===== config.mk =====
export PLATFORM = sky130hd
export DESIGN_NAME = quaternion_rotation_unit
export DESIGN_NICKNAME = d
export VERILOG_FILES = /design/src/qru_pkg.sv /design/src/qru_mac.sv /design/src/quaternion_rotation_unit.sv
export SDC_FILE = /design/constraint.sdc
export NUM_CORES = 2
export LEC_CHECK = 0
export ABC_AREA = 0
export BUFFER_PORTS_ARGS = -buffer_cell sky130_fd_sc_hd__buf_2
export CORE_MARGIN = 3
export CORE_UTILIZATION = 45
export DETAILED_ROUTE_END_ITERATION = 8
export GPL_TIMING_DRIVEN = 0
export PLACE_DENSITY = 0.68
export SYNTH_ARGS = -nofsm -noshare
export SYNTH_HDL_FRONTEND = slang
export SYNTH_SLANG_ARGS = --single-unit

===== constraint.sdc =====
create_clock -name clk -period 11.75 [get_ports clk]
set_input_delay 1.175 -clock clk [delete_from_list [all_inputs] [get_ports clk]]
set_output_delay 1.175 -clock clk [all_outputs]
set_load 0.005 [all_outputs]

===== src/qru_pkg.sv =====
package qru_pkg;

  localparam int Q_W   = 16;
  localparam int IO_W  = 24;
  localparam int A_W   = 42;
  localparam int B_W   = 17;
  localparam int P_W   = A_W + B_W;
  localparam int T_W   = 42;
  localparam int ACC_W = 62;

  localparam logic [2:0] ACT_IDENT = 3'd0;
  localparam logic [2:0] ACT_INT   = 3'd1;
  localparam logic [2:0] ACT_ROT   = 3'd2;
  localparam logic [2:0] ACT_REV   = 3'd3;
  localparam logic [2:0] ACT_MAT   = 3'd4;

  // operand a selects
  localparam logic [3:0] OA_A0 = 4'd0;
  localparam logic [3:0] OA_A1 = 4'd1;
  localparam logic [3:0] OA_A2 = 4'd2;
  localparam logic [3:0] OA_T0 = 4'd3;
  localparam logic [3:0] OA_T1 = 4'd4;
  localparam logic [3:0] OA_T2 = 4'd5;
  localparam logic [3:0] OA_T3 = 4'd6;
  localparam logic [3:0] OA_QW = 4'd7;
  localparam logic [3:0] OA_QX = 4'd8;
  localparam logic [3:0] OA_QY = 4'd9;
  localparam logic [3:0] OA_QZ = 4'd10;

  // operand b selects
  localparam logic [2:0] OB_QW = 3'd0;
  localparam logic [2:0] OB_QX = 3'd1;
  localparam logic [2:0] OB_QY = 3'd2;
  localparam logic [2:0] OB_QZ = 3'd3;
  localparam logic [2:0] OB_UX = 3'd4;
  localparam logic [2:0] OB_UY = 3'd5;
  localparam logic [2:0] OB_UZ = 3'd6;

  localparam logic Y = 1'b1;
  localparam logic N = 1'b0;

  localparam logic [4:0] ROT_LAST_STEP = 5'd23;

  typedef struct packed {
    logic [2:0]             action;
    logic signed [IO_W-1:0] in_x;
    logic signed [IO_W-1:0] in_y;
    logic signed [IO_W-1:0] in_z;
  } in_t;

  typedef struct packed {
    logic signed [IO_W-1:0] out_x;
    logic signed [IO_W-1:0] out_y;
    logic signed [IO_W-1:0] out_z;
    logic                   last;
  } out_t;

  typedef enum logic [2:0] {
    S_IDLE, S_RUN, S_DRAIN, S_EMIT, S_UPD
  } state_t;

  typedef enum logic [1:0] {
    K_INT, K_ROT, K_MAT
  } kind_t;

  typedef struct packed {
    logic [3:0] asel;
    logic [2:0] bsel;
    logic       neg;
    logic       first;
    logic       one;
    logic       last;
    logic       to_t;
    logic [1:0] dest;
    logic       emit;
    logic       fin;
  } uop_t;

  typedef struct packed {
    logic                    valid;
    logic                    to_t;
    logic [1:0]              dest;
    logic signed [ACC_W-1:0] value;
  } wb_t;

  function automatic uop_t mk(logic [3:0] a, logic [2:0] b, logic ng, logic fs, logic on,
                              logic ls, logic tt, logic [1:0] ds, logic em, logic fn);
    uop_t u;
    u.asel  = a;
    u.bsel  = b;
    u.neg   = ng;
    u.first = fs;
    u.one   = on;
    u.last  = ls;
    u.to_t  = tt;
    u.dest  = ds;
    u.emit  = em;
    u.fin   = fn;
    return u;
  endfunction

  // microprogram: one product per step
  function automatic uop_t prog(kind_t k, logic [4:0] s);
    uop_t u;
    u = '0;
    unique case (k)
      K_INT: begin
        case (s)
          5'd0:  u = mk(OA_A0, OB_QX, Y, Y, N, N, Y, 2'd0, N, N);
          5'd1:  u = mk(OA_A1, OB_QY, Y, N, N, N, Y, 2'd0, N, N);
          5'd2:  u = mk(OA_A2, OB_QZ, Y, N, N, Y, Y, 2'd0, N, N);
          5'd3:  u = mk(OA_A0, OB_QW, N, Y, N, N, Y, 2'd1, N, N);
          5'd4:  u = mk(OA_A1, OB_QZ, N, N, N, N, Y, 2'd1, N, N);
          5'd5:  u = mk(OA_A2, OB_QY, Y, N, N, Y, Y, 2'd1, N, N);
          5'd6:  u = mk(OA_A1, OB_QW, N, Y, N, N, Y, 2'd2, N, N);
          5'd7:  u = mk(OA_A2, OB_QX, N, N, N, N, Y, 2'd2, N, N);
          5'd8:  u = mk(OA_A0, OB_QZ, Y, N, N, Y, Y, 2'd2, N, N);
          5'd9:  u = mk(OA_A2, OB_QW, N, Y, N, N, Y, 2'd3, N, N);
          5'd10: u = mk(OA_A0, OB_QY, N, N, N, N, Y, 2'd3, N, N);
          5'd11: u = mk(OA_A1, OB_QX, Y, N, N, Y, Y, 2'd3, N, Y);
          default: u = '0;
        endcase
      end
      K_ROT: begin
        case (s)
          5'd0:  u = mk(OA_A0, OB_UX, Y, Y, N, N, Y, 2'd0, N, N);
          5'd1:  u = mk(OA_A1, OB_UY, Y, N, N, N, Y, 2'd0, N, N);
          5'd2:  u = mk(OA_A2, OB_UZ, Y, N, N, Y, Y, 2'd0, N, N);
          5'd3:  u = mk(OA_A0, OB_QW, N, Y, N, N, Y, 2'd1, N, N);
          5'd4:  u = mk(OA_A2, OB_UY, N, N, N, N, Y, 2'd1, N, N);
          5'd5:  u = mk(OA_A1, OB_UZ, Y, N, N, Y, Y, 2'd1, N, N);
          5'd6:  u = mk(OA_A1, OB_QW, N, Y, N, N, Y, 2'd2, N, N);
          5'd7:  u = mk(OA_A0, OB_UZ, N, N, N, N, Y, 2'd2, N, N);
          5'd8:  u = mk(OA_A2, OB_UX, Y, N, N, Y, Y, 2'd2, N, N);
          5'd9:  u = mk(OA_A2, OB_QW, N, Y, N, N, Y, 2'd3, N, N);
          5'd10: u = mk(OA_A1, OB_UX, N, N, N, N, Y, 2'd3, N, N);
          5'd11: u = mk(OA_A0, OB_UY, Y, N, N, Y, Y, 2'd3, N, N);
          5'd12: u = mk(OA_T0, OB_UX, Y, Y, N, N, N, 2'd0, N, N);
          5'd13: u = mk(OA_T1, OB_QW, N, N, N, N, N, 2'd0, N, N);
          5'd14: u = mk(OA_T2, OB_UZ, Y, N, N, N, N, 2'd0, N, N);
          5'd15: u = mk(OA_T3, OB_UY, N, N, N, Y, N, 2'd0, N, N);
          5'd16: u = mk(OA_T0, OB_UY, Y, Y, N, N, N, 2'd1, N, N);
          5'd17: u = mk(OA_T2, OB_QW, N, N, N, N, N, 2'd1, N, N);
          5'd18: u = mk(OA_T3, OB_UX, Y, N, N, N, N, 2'd1, N, N);
          5'd19: u = mk(OA_T1, OB_UZ, N, N, N, Y, N, 2'd1, N, N);
          5'd20: u = mk(OA_T0, OB_UZ, Y, Y, N, N, N, 2'd2, N, N);
          5'd21: u = mk(OA_T3, OB_QW, N, N, N, N, N, 2'd2, N, N);
          5'd22: u = mk(OA_T1, OB_UY, Y, N, N, N, N, 2'd2, N, N);
          5'd23: u = mk(OA_T2, OB_UX, N, N, N, Y, N, 2'd2, Y, Y);
          default: u = '0;
        endcase
      end
      K_MAT: begin
        case (s)
          5'd0:  u = mk(OA_QY, OB_QY, Y, Y, Y, N, N, 2'd0, N, N);
          5'd1:  u = mk(OA_QZ, OB_QZ, Y, N, N, Y, N, 2'd0, N, N);
          5'd2:  u = mk(OA_QX, OB_QY, N, Y, N, N, N, 2'd1, N, N);
          5'd3:  u = mk(OA_QZ, OB_QW, N, N, N, Y, N, 2'd1, N, N);
          5'd4:  u = mk(OA_QX, OB_QZ, N, Y, N, N, N, 2'd2, N, N);
          5'd5:  u = mk(OA_QY, OB_QW, Y, N, N, Y, N, 2'd2, Y, N);
          5'd6:  u = mk(OA_QX, OB_QY, N, Y, N, N, N, 2'd0, N, N);
          5'd7:  u = mk(OA_QZ, OB_QW, Y, N, N, Y, N, 2'd0, N, N);
          5'd8:  u = mk(OA_QX, OB_QX, Y, Y, Y, N, N, 2'd1, N, N);
          5'd9:  u = mk(OA_QZ, OB_QZ, Y, N, N, Y, N, 2'd1, N, N);
          5'd10: u = mk(OA_QY, OB_QZ, N, Y, N, N, N, 2'd2, N, N);
          5'd11: u = mk(OA_QX, OB_QW, N, N, N, Y, N, 2'd2, Y, N);
          5'd12: u = mk(OA_QX, OB_QZ, N, Y, N, N, N, 2'd0, N, N);
          5'd13: u = mk(OA_QY, OB_QW, N, N, N, Y, N, 2'd0, N, N);
          5'd14: u = mk(OA_QY, OB_QZ, N, Y, N, N, N, 2'd1, N, N);
          5'd15: u = mk(OA_QX, OB_QW, Y, N, N, Y, N, 2'd1, N, N);
          5'd16: u = mk(OA_QX, OB_QX, Y, Y, Y, N, N, 2'd2, N, N);
          5'd17: u = mk(OA_QY, OB_QY, Y, N, N, Y, N, 2'd2, Y, Y);
          default: u = '0;
        endcase
      end
      default: u = '0;
    endcase
    return u;
  endfunction

endpackage


===== src/qru_mac.sv =====
module qru_mac import qru_pkg::*; (
  input  logic                    clk,
  input  logic                    rst_n,
  input  logic                    issue,
  input  uop_t                    uop,
  input  logic                    dbl,
  input  logic signed [ACC_W-1:0] one_val,
  input  logic signed [A_W-1:0]   a_op,
  input  logic signed [B_W-1:0]   b_op,
  output wb_t                     wb
);

  logic signed [P_W-1:0]   prod;
  logic signed [P_W-1:0]   p_r;
  uop_t                    c_r;
  logic                    v_r;
  logic                    dbl_r;
  logic signed [ACC_W-1:0] acc_r;
  logic signed [ACC_W-1:0] acc_nxt;
  logic signed [ACC_W-1:0] pe;
  logic signed [ACC_W-1:0] base;

  assign prod = a_op * b_op;

  always_ff @(posedge clk) begin
    if (!rst_n) begin
      v_r <= 1'b0;
    end else begin
      v_r <= issue;
    end
    p_r   <= prod;
    c_r   <= uop;
    dbl_r <= dbl;
    if (v_r) begin
      acc_r <= acc_nxt;
    end
  end

  always_comb begin
    pe = ACC_W'(p_r);
    if (dbl_r) begin
      pe = pe <<< 1;
    end
    if (c_r.first) begin
      base = c_r.one ? one_val : '0;
    end else begin
      base = acc_r;
    end
    acc_nxt = c_r.neg ? base - pe : base + pe;
  end

  assign wb.valid = v_r && c_r.last;
  assign wb.to_t  = c_r.to_t;
  assign wb.dest  = c_r.dest;
  assign wb.value = acc_nxt;

endmodule


===== src/quaternion_rotation_unit.sv =====
// Quaternion rotation unit: holds one orientation quaternion (w, x, y, z),
// 16-bit signed with FRAC_BITS fraction bits, and runs one request at a time.
// Input channel in_valid / in_stall / in_data: action 0 sets identity,
// 1 integrates an angular increment, 2 rotates a vector, 3 rotates in
// reverse, 4 reads the rotation matrix; codes 5 to 7 are dropped.
// Output channel out_valid / out_stall / out_data: one result per rotation,
// three row results for a matrix read, last set on the final one.
// All products go through one multiplier feeding one accumulator under a
// microprogrammed sequencer, one product per cycle while it runs:
//   identity and unused codes: taken in the accept cycle, no busy time
//   integrate: 12 products, then the quaternion update
//   rotate: 24 products, then the result goes to the output register
//   matrix: 18 products, six per row, each row to the output register
// in_stall stays high while a request is in work. A stalled receiver holds
// the output register; the sequencer waits until it is free before writing
// the next result, and the block returns to idle with a result still waiting.
// Reset sets the quaternion to identity and empties the output register.
module quaternion_rotation_unit import qru_pkg::*; #(
  parameter int FRAC_BITS = 14
) (
  input  logic clk,
  input  logic rst_n,
  input  logic in_valid,
  output logic in_stall,
  input  in_t  in_data,
  output logic out_valid,
  input  logic out_stall,
  output out_t out_data
);

  localparam logic signed [Q_W-1:0] IDENT_W = (FRAC_BITS >= Q_W - 1) ?
    {1'b0, {(Q_W-1){1'b1}}} : Q_W'(1 << FRAC_BITS);
  localparam logic signed [ACC_W-1:0] ONE    = ACC_W'(1) << (2 * FRAC_BITS);
  localparam logic signed [ACC_W-1:0] HALF_F = ACC_W'(1) << (FRAC_BITS - 1);
  localparam logic signed [ACC_W-1:0] HALF_2 = ACC_W'(1) << (2 * FRAC_BITS - 1);
  localparam logic signed [T_W:0]     HALF_I = (T_W+1)'(1) << FRAC_BITS;
  localparam logic signed [IO_W-1:0]  IO_MAX = {1'b0, {(IO_W-1){1'b1}}};
  localparam logic signed [IO_W-1:0]  IO_MIN = {1'b1, {(IO_W-1){1'b0}}};
  localparam logic signed [Q_W-1:0]   Q_MAX  = {1'b0, {(Q_W-1){1'b1}}};
  localparam logic signed [Q_W-1:0]   Q_MIN  = {1'b1, {(Q_W-1){1'b0}}};

  state_t                  state_r, state_nxt;
  kind_t                   kind_r;
  logic [4:0]              step_r, step_nxt;
  logic                    em_r, fn_r;
  logic signed [Q_W-1:0]   q_r [4];
  logic signed [IO_W-1:0]  a_r [3];
  logic signed [B_W-1:0]   u_r [3];
  logic signed [T_W-1:0]   t_r [4];
  logic signed [ACC_W-1:0] r_r [3];
  logic                    out_valid_r;
  out_t                    out_r, out_nxt;
  logic signed [Q_W-1:0]   q_upd [4];

  uop_t                    uop;
  logic                    issue;
  logic                    accept;
  logic                    out_free;
  logic signed [A_W-1:0]   a_op;
  logic signed [B_W-1:0]   b_op;
  wb_t                     wb;

  assign accept   = in_valid && !in_stall;
  assign in_stall = (state_r != S_IDLE);
  assign out_free = !out_valid_r || !out_stall;
  assign issue    = (state_r == S_RUN);
  assign uop      = prog(kind_r, step_r);

  always_comb begin
    unique case (uop.asel)
      OA_A0:   a_op = A_W'(a_r[0]);
      OA_A1:   a_op = A_W'(a_r[1]);
      OA_A2:   a_op = A_W'(a_r[2]);
      OA_T0:   a_op = A_W'(t_r[0]);
      OA_T1:   a_op = A_W'(t_r[1]);
      OA_T2:   a_op = A_W'(t_r[2]);
      OA_T3:   a_op = A_W'(t_r[3]);
      OA_QW:   a_op = A_W'(q_r[0]);
      OA_QX:   a_op = A_W'(q_r[1]);
      OA_QY:   a_op = A_W'(q_r[2]);
      OA_QZ:   a_op = A_W'(q_r[3]);
      default: a_op = '0;
    endcase
    unique case (uop.bsel)
      OB_QW:   b_op = B_W'(q_r[0]);
      OB_QX:   b_op = B_W'(q_r[1]);
      OB_QY:   b_op = B_W'(q_r[2]);
      OB_QZ:   b_op = B_W'(q_r[3]);
      OB_UX:   b_op = u_r[0];
      OB_UY:   b_op = u_r[1];
      OB_UZ:   b_op = u_r[2];
      default: b_op = '0;
    endcase
  end

  qru_mac u_mac (
    .clk     (clk),
    .rst_n   (rst_n),
    .issue   (issue),
    .uop     (uop),
    .dbl     (kind_r == K_MAT),
    .one_val (ONE),
    .a_op    (a_op),
    .b_op    (b_op),
    .wb      (wb)
  );

  function automatic logic signed [IO_W-1:0] sat_io(logic signed [ACC_W-1:0] v);
    if (v > ACC_W'(IO_MAX)) return IO_MAX;
    if (v < ACC_W'(IO_MIN)) return IO_MIN;
    return v[IO_W-1:0];
  endfunction

  // round half up to the output scale, then clamp
  always_comb begin
    logic signed [ACC_W-1:0] rs [3];
    for (int k = 0; k < 3; k++) begin
      if (kind_r == K_ROT) begin
        rs[k] = (r_r[k] + HALF_2) >>> (2 * FRAC_BITS);
      end else begin
        rs[k] = (r_r[k] + HALF_F) >>> FRAC_BITS;
      end
    end
    out_nxt.out_x = sat_io(rs[0]);
    out_nxt.out_y = sat_io(rs[1]);
    out_nxt.out_z = sat_io(rs[2]);
    out_nxt.last  = fn_r;
  end

  // q + 0.5 * d, d held in t with twice the fraction bits
  always_comb begin
    logic signed [T_W:0] d;
    logic signed [T_W:0] s;
    for (int k = 0; k < 4; k++) begin
      d = ((T_W+1)'(t_r[k]) + HALF_I) >>> (FRAC_BITS + 1);
      s = d + (T_W+1)'(q_r[k]);
      if (s > (T_W+1)'(Q_MAX)) begin
        q_upd[k] = Q_MAX;
      end else if (s < (T_W+1)'(Q_MIN)) begin
        q_upd[k] = Q_MIN;
      end else begin
        q_upd[k] = s[Q_W-1:0];
      end
    end
  end

  always_comb begin
    state_nxt = state_r;
    step_nxt  = step_r;
    unique case (state_r)
      S_IDLE: begin
        step_nxt = '0;
        if (accept && (in_data.action == ACT_INT || in_data.action == ACT_ROT ||
                       in_data.action == ACT_REV || in_data.action == ACT_MAT)) begin
          state_nxt = S_RUN;
        end
      end
      S_RUN: begin
        step_nxt = step_r + 5'd1;
        if (uop.emit || uop.fin) begin
          state_nxt = S_DRAIN;
        end
      end
      S_DRAIN: begin
        state_nxt = em_r ? S_EMIT : S_UPD;
      end
      S_EMIT: begin
        if (out_free) begin
          state_nxt = fn_r ? S_IDLE : S_RUN;
        end
      end
      S_UPD: begin
        state_nxt = S_IDLE;
      end
      default: state_nxt = S_IDLE;
    endcase
  end

  always_ff @(posedge clk) begin
    if (!rst_n) begin
      state_r     <= S_IDLE;
      step_r      <= '0;
      out_valid_r <= 1'b0;
      q_r[0]      <= IDENT_W;
      q_r[1]      <= '0;
      q_r[2]      <= '0;
      q_r[3]      <= '0;
    end else begin
      state_r <= state_nxt;
      step_r  <= step_nxt;
      if (state_r == S_EMIT && out_free) begin
        out_valid_r <= 1'b1;
      end else if (!out_stall) begin
        out_valid_r <= 1'b0;
      end
      if (accept && in_data.action == ACT_IDENT) begin
        q_r[0] <= IDENT_W;
        q_r[1] <= '0;
        q_r[2] <= '0;
        q_r[3] <= '0;
      end else if (state_r == S_UPD) begin
        for (int k = 0; k < 4; k++) begin
          q_r[k] <= q_upd[k];
        end
      end
    end
  end

  always_ff @(posedge clk) begin
    if (accept) begin
      a_r[0] <= in_data.in_x;
      a_r[1] <= in_data.in_y;
      a_r[2] <= in_data.in_z;
      for (int k = 0; k < 3; k++) begin
        u_r[k] <= (in_data.action == ACT_REV) ? -B_W'(q_r[k+1]) : B_W'(q_r[k+1]);
      end
      if (in_data.action == ACT_INT) begin
        kind_r <= K_INT;
      end else if (in_data.action == ACT_MAT) begin
        kind_r <= K_MAT;
      end else begin
        kind_r <= K_ROT;
      end
    end
    if (state_r == S_RUN && (uop.emit || uop.fin)) begin
      em_r <= uop.emit;
      fn_r <= uop.fin;
    end
    if (wb.valid) begin
      if (wb.to_t) begin
        t_r[wb.dest] <= wb.value[T_W-1:0];
      end else begin
        r_r[wb.dest] <= wb.value;
      end
    end
    if (state_r == S_EMIT && out_free) begin
      out_r <= out_nxt;
    end
  end

  assign out_valid = out_valid_r;
  assign out_data  = out_r;

  a_rot_busy: assert property (@(posedge clk) disable iff (!rst_n)
    accept && (in_data.action == ACT_ROT || in_data.action == ACT_REV) |=> in_stall)
    else $error("rotation request did not start the sequencer");

  a_no_wb_emit: assert property (@(posedge clk) disable iff (!rst_n)
    state_r == S_EMIT |-> !wb.valid)
    else $error("accumulator write while a result is pending");

  a_step_range: assert property (@(posedge clk) disable iff (!rst_n)
    state_r == S_RUN |-> step_r <= ROT_LAST_STEP)
    else $error("microprogram step out of range");

  a_ident: assert property (@(posedge clk) disable iff (!rst_n)
    accept && in_data.action == ACT_IDENT |=> q_r[0] == IDENT_W && q_r[1] == '0 &&
    q_r[2] == '0 && q_r[3] == '0)
    else $error("identity request did not load identity");

endmodule


==> out/results.ini <==
[floorplanning]
ios=154
core_area_mm2=0.157
die_x_um=405
fp.dieH_um=405
start_util=0.455
dieArea_mm2=0.164
num_rows=145

[critical_path]
slowest_stage=a311oi_2
cp.arrival_ps=12060
r2r_cells=34
critPathLaunchType=register
crit_path_end=u_mac.p_r[58]$_DFF_P_
reg2reg_slack_ps=250
cpPeakStageDelay_ps=600
reg2reg_to=u_mac.p_r[58]$_DFF_P_
crit_required_ps=12300
crit_path_start=step_r[4]$_SDFFE_PN0N_
crit_type=register to register
worstPathMaxFanout=10
crit_top_cell=fa_1
critPathCaptureType=register
r2r_start=step_r[4]$_SDFFE_PN0N_

[worst_hold_path]
hold_depth=2
hp-class=register to register

[cts]
hold_buffers=0
h-tree-depth=3
clk_root_buffer_cell=clkbuf_16
max-clock-path-buffers=3
numCtsBuffers=82
insertion_delay_ps=720
cts_tree=yes
cts_sinks=755
path_clk_slew_ps=60

[grt]
antenna_found_initial=17
grt_overflow=0
grtUsageMet2=0.455
grt.busiest_layer=met2
met1_usage=0.430
grt_start_max_net_pins=65
grt_first_pass_wirelength_um=382000
grt_pass1_vias=58900
groute.usage.overall=0.315
grtUsageMet3=0.0924

[timing]
min_period_ps=11500
drv_slew=6
period_share=0.979
finalSetupViolCount=0
rsz0062_at_grt=no
worst_pin_slew_ps=1600
fmax_ghz=0.0869
hold_violations=0
hold_slack_ps=432
skew_ps=32.7
maxSlewHeadroom=-0.0697

[layout]
synthToLayoutAreaGrowth_pct=10.1
nets=9094
stdcell_area_mm2=0.0788
drive_gt1_frac=0.0663
final_util=0.501

[placement]
gp_congestion=1.04
port_buffers=152
dp_hpwl_um=210000
placed_cell_area_mm2=0.0759

[route]
drtIter0Drc=7459
remaining_drc_errors=0
detail-route-antenna-nets=0
via_per_inst=6.00
via_count=60900
wl_per_cell_um=25.8
firstDrtPassIters=6
routed_wl_um=261000

[yosys]
synthFlopType=edfxtp_1
yosysUniqueCellTypes=109
synth_fp_nets=8812
synth_top_family_by_area=adder cells
synth-async-reset-ratio=0
synth-simple-area-share=0.170
ys_ff_latch=755
syn_area_mm2=0.0715
synth_edf_count=625
synth.area.mux_share=0.0121
syn_inst=7724
ys_seq_area_frac=0.299
synth-compound-area-share=0.132
yosys_warnings=0
synthesis.area_per_instance_um2=9.26
synth-xor-area-share=0.0759
synthAdderAreaFrac=0.248

[status]
status=finished with violations
violations=max-slew violations

[run]
max_cap_violations=0

critical path: cells and delay by family, from the launching register on:
kind	cells	cell delay, ps
compound gates	11	3780
xor+xnor	1	480
fa+ha+maj	7	3520
buf+inv	6	1680
flops	1	540
simple gates	9	1320
synthesized netlist by cell type (24+ instances only):
cell	n	area share
a221o_1	24	0.0034
o21bai_1	39	0.0041
o21a_1	58	0.0061
edfxtp_1	625	0.26
xor2_1	290	0.036
nand2b_1	95	0.0083
and3_1	93	0.0081
and2_1	54	0.0047
a22oi_1	85	0.0089
inv_1	835	0.044
nand4_1	107	0.0094
o21ai_1	49	0.0034
a31oi_1	43	0.0038
a22o_1	46	0.0056
o221ai_1	26	0.0032
ha_1	332	0.058
clkbuf_1	306	0.016
nor4_1	30	0.0026
fa_1	677	0.19
nand2_1	830	0.044
a21oi_1	416	0.029
a221oi_1	40	0.0049
o21ai_0	230	0.016
nor3_1	89	0.0062
nor2_1	829	0.044
a21o_1	184	0.019
buf_1	24	0.0013
nor2b_1	117	0.010
mux2i_1	81	0.011
and4_1	29	0.0036
or3_1	34	0.0030
xnor2_1	330	0.040
dfxtp_1	130	0.036
nand3_1	200	0.014
a211oi_1	37	0.0039
stage by stage:
step	setup TNS, ps	worst slack [ps]	cells
CTS	0	1.47	10100
global placement	-16710	-1260	9934
finish	0	246	10100
global route	0	4.77	10100
floorplan	0	2730	7724
detailed placement	-4260	-801	9983
what timing repair did:
action | in CTS | in global routing
endpoints found under the setup margin | 17 | 10
buffers inserted | 0 | 2
resized for setup | 18 | 68
pin swaps | 0 | 1
flip-flops by register name (all words and copies together) (netlist names), named ones only:
name / flops
t_r: 168
out_data: 73
r_r: 147
fn_r: 1
em_r: 1
step_r: 5
u_r: 51
out_valid: 1
u_mac.c_r: 4
q_r: 64
u_mac.acc_r: 62
u_mac.v_r: 1
state_r: 3
a_r: 72
u_mac.wb: 3
u_mac.dbl_r: 1
kind_r: 2
u_mac.p_r: 59
routing by layer:
layer	routed length [um]	part of all wire	vias to the layer above
li1	-	-	26800
met1	104000	0.40	29800
met2	108000	0.41	3626
met3	33700	0.13	629
met4	15700	0.060	4
met5	172	0.00066	-
worst min-delay path by stage:
| stage | to | slack (ps) | startpoint |
|---|---|---|---|
| 6_report | u_mac.c_r[7]$_SDFF_PP0_ | 430 | register |
| 5_1_grt | u_mac.c_r[7]$_SDFF_PP0_ | 460 | register |
| 4_1_cts | u_mac.c_r[7]$_SDFF_PP0_ | 430 | register |
| 3_5_place_dp | u_mac.c_r[6]$_SDFF_PP0_ | 420 | register |
| 3_3_place_gp | u_mac.c_r[7]$_SDFF_PP0_ | 410 | register |
| 2_1_floorplan | u_mac.c_r[5]$_SDFF_PP0_ | 400 | register |
cell type report:
cell class / instances / area [um^2]
Antenna cell: 7 / 17.5
Buffer: 353 / 1420
Clock buffer: 102 / 2210
Clock inverter: 50 / 463
Fill cell: 14500 / 78300
Inverter: 838 / 3150
Multi-Input combinational cell: 5772 / 46100
Sequential cell: 755 / 21400
Tap cell: 2058 / 2570
Timing Repair Buffer: 204 / 1460
logic make-up (layout without fill, tap and decap cells):
| kind of cell | Yosys count | count (layout) |
|---|---|---|
| AOI/OAI and AO/OA | 1442 | 1442 |
| buffers and inverters | 1197 | 1547 |
| other | 0 | 7 |
| muxes | 86 | 86 |
| and+or+nand+nor | 2615 | 2615 |
| adders and majority gates | 1009 | 1009 |
| xor gates and xnor gates | 620 | 620 |
| DFF | 755 | 755 |
cells in the final DEF, fill, tap and decap left out, types with 129 or more instances in the layout:
cell | Yosys | routed
buf_2 | 23 | 176
ha_1 | 332 | 332
xor2_1 | 290 | 280
xnor2_1 | 330 | 313
a21o_1 | 184 | 183
a21oi_1 | 416 | 409
dfxtp_1 | 130 | 129
nand2_1 | 830 | 830
nand3_1 | 200 | 200
fa_1 | 677 | 677
inv_1 | 835 | 835
nor2_1 | 829 | 817
o21ai_0 | 230 | 230
edfxtp_1 | 625 | 625
clkbuf_1 | 306 | 287
Power is left out: the tool's default activity adds up to more than one toggle a clock period on the data nets, which glitch-free logic cannot reach.
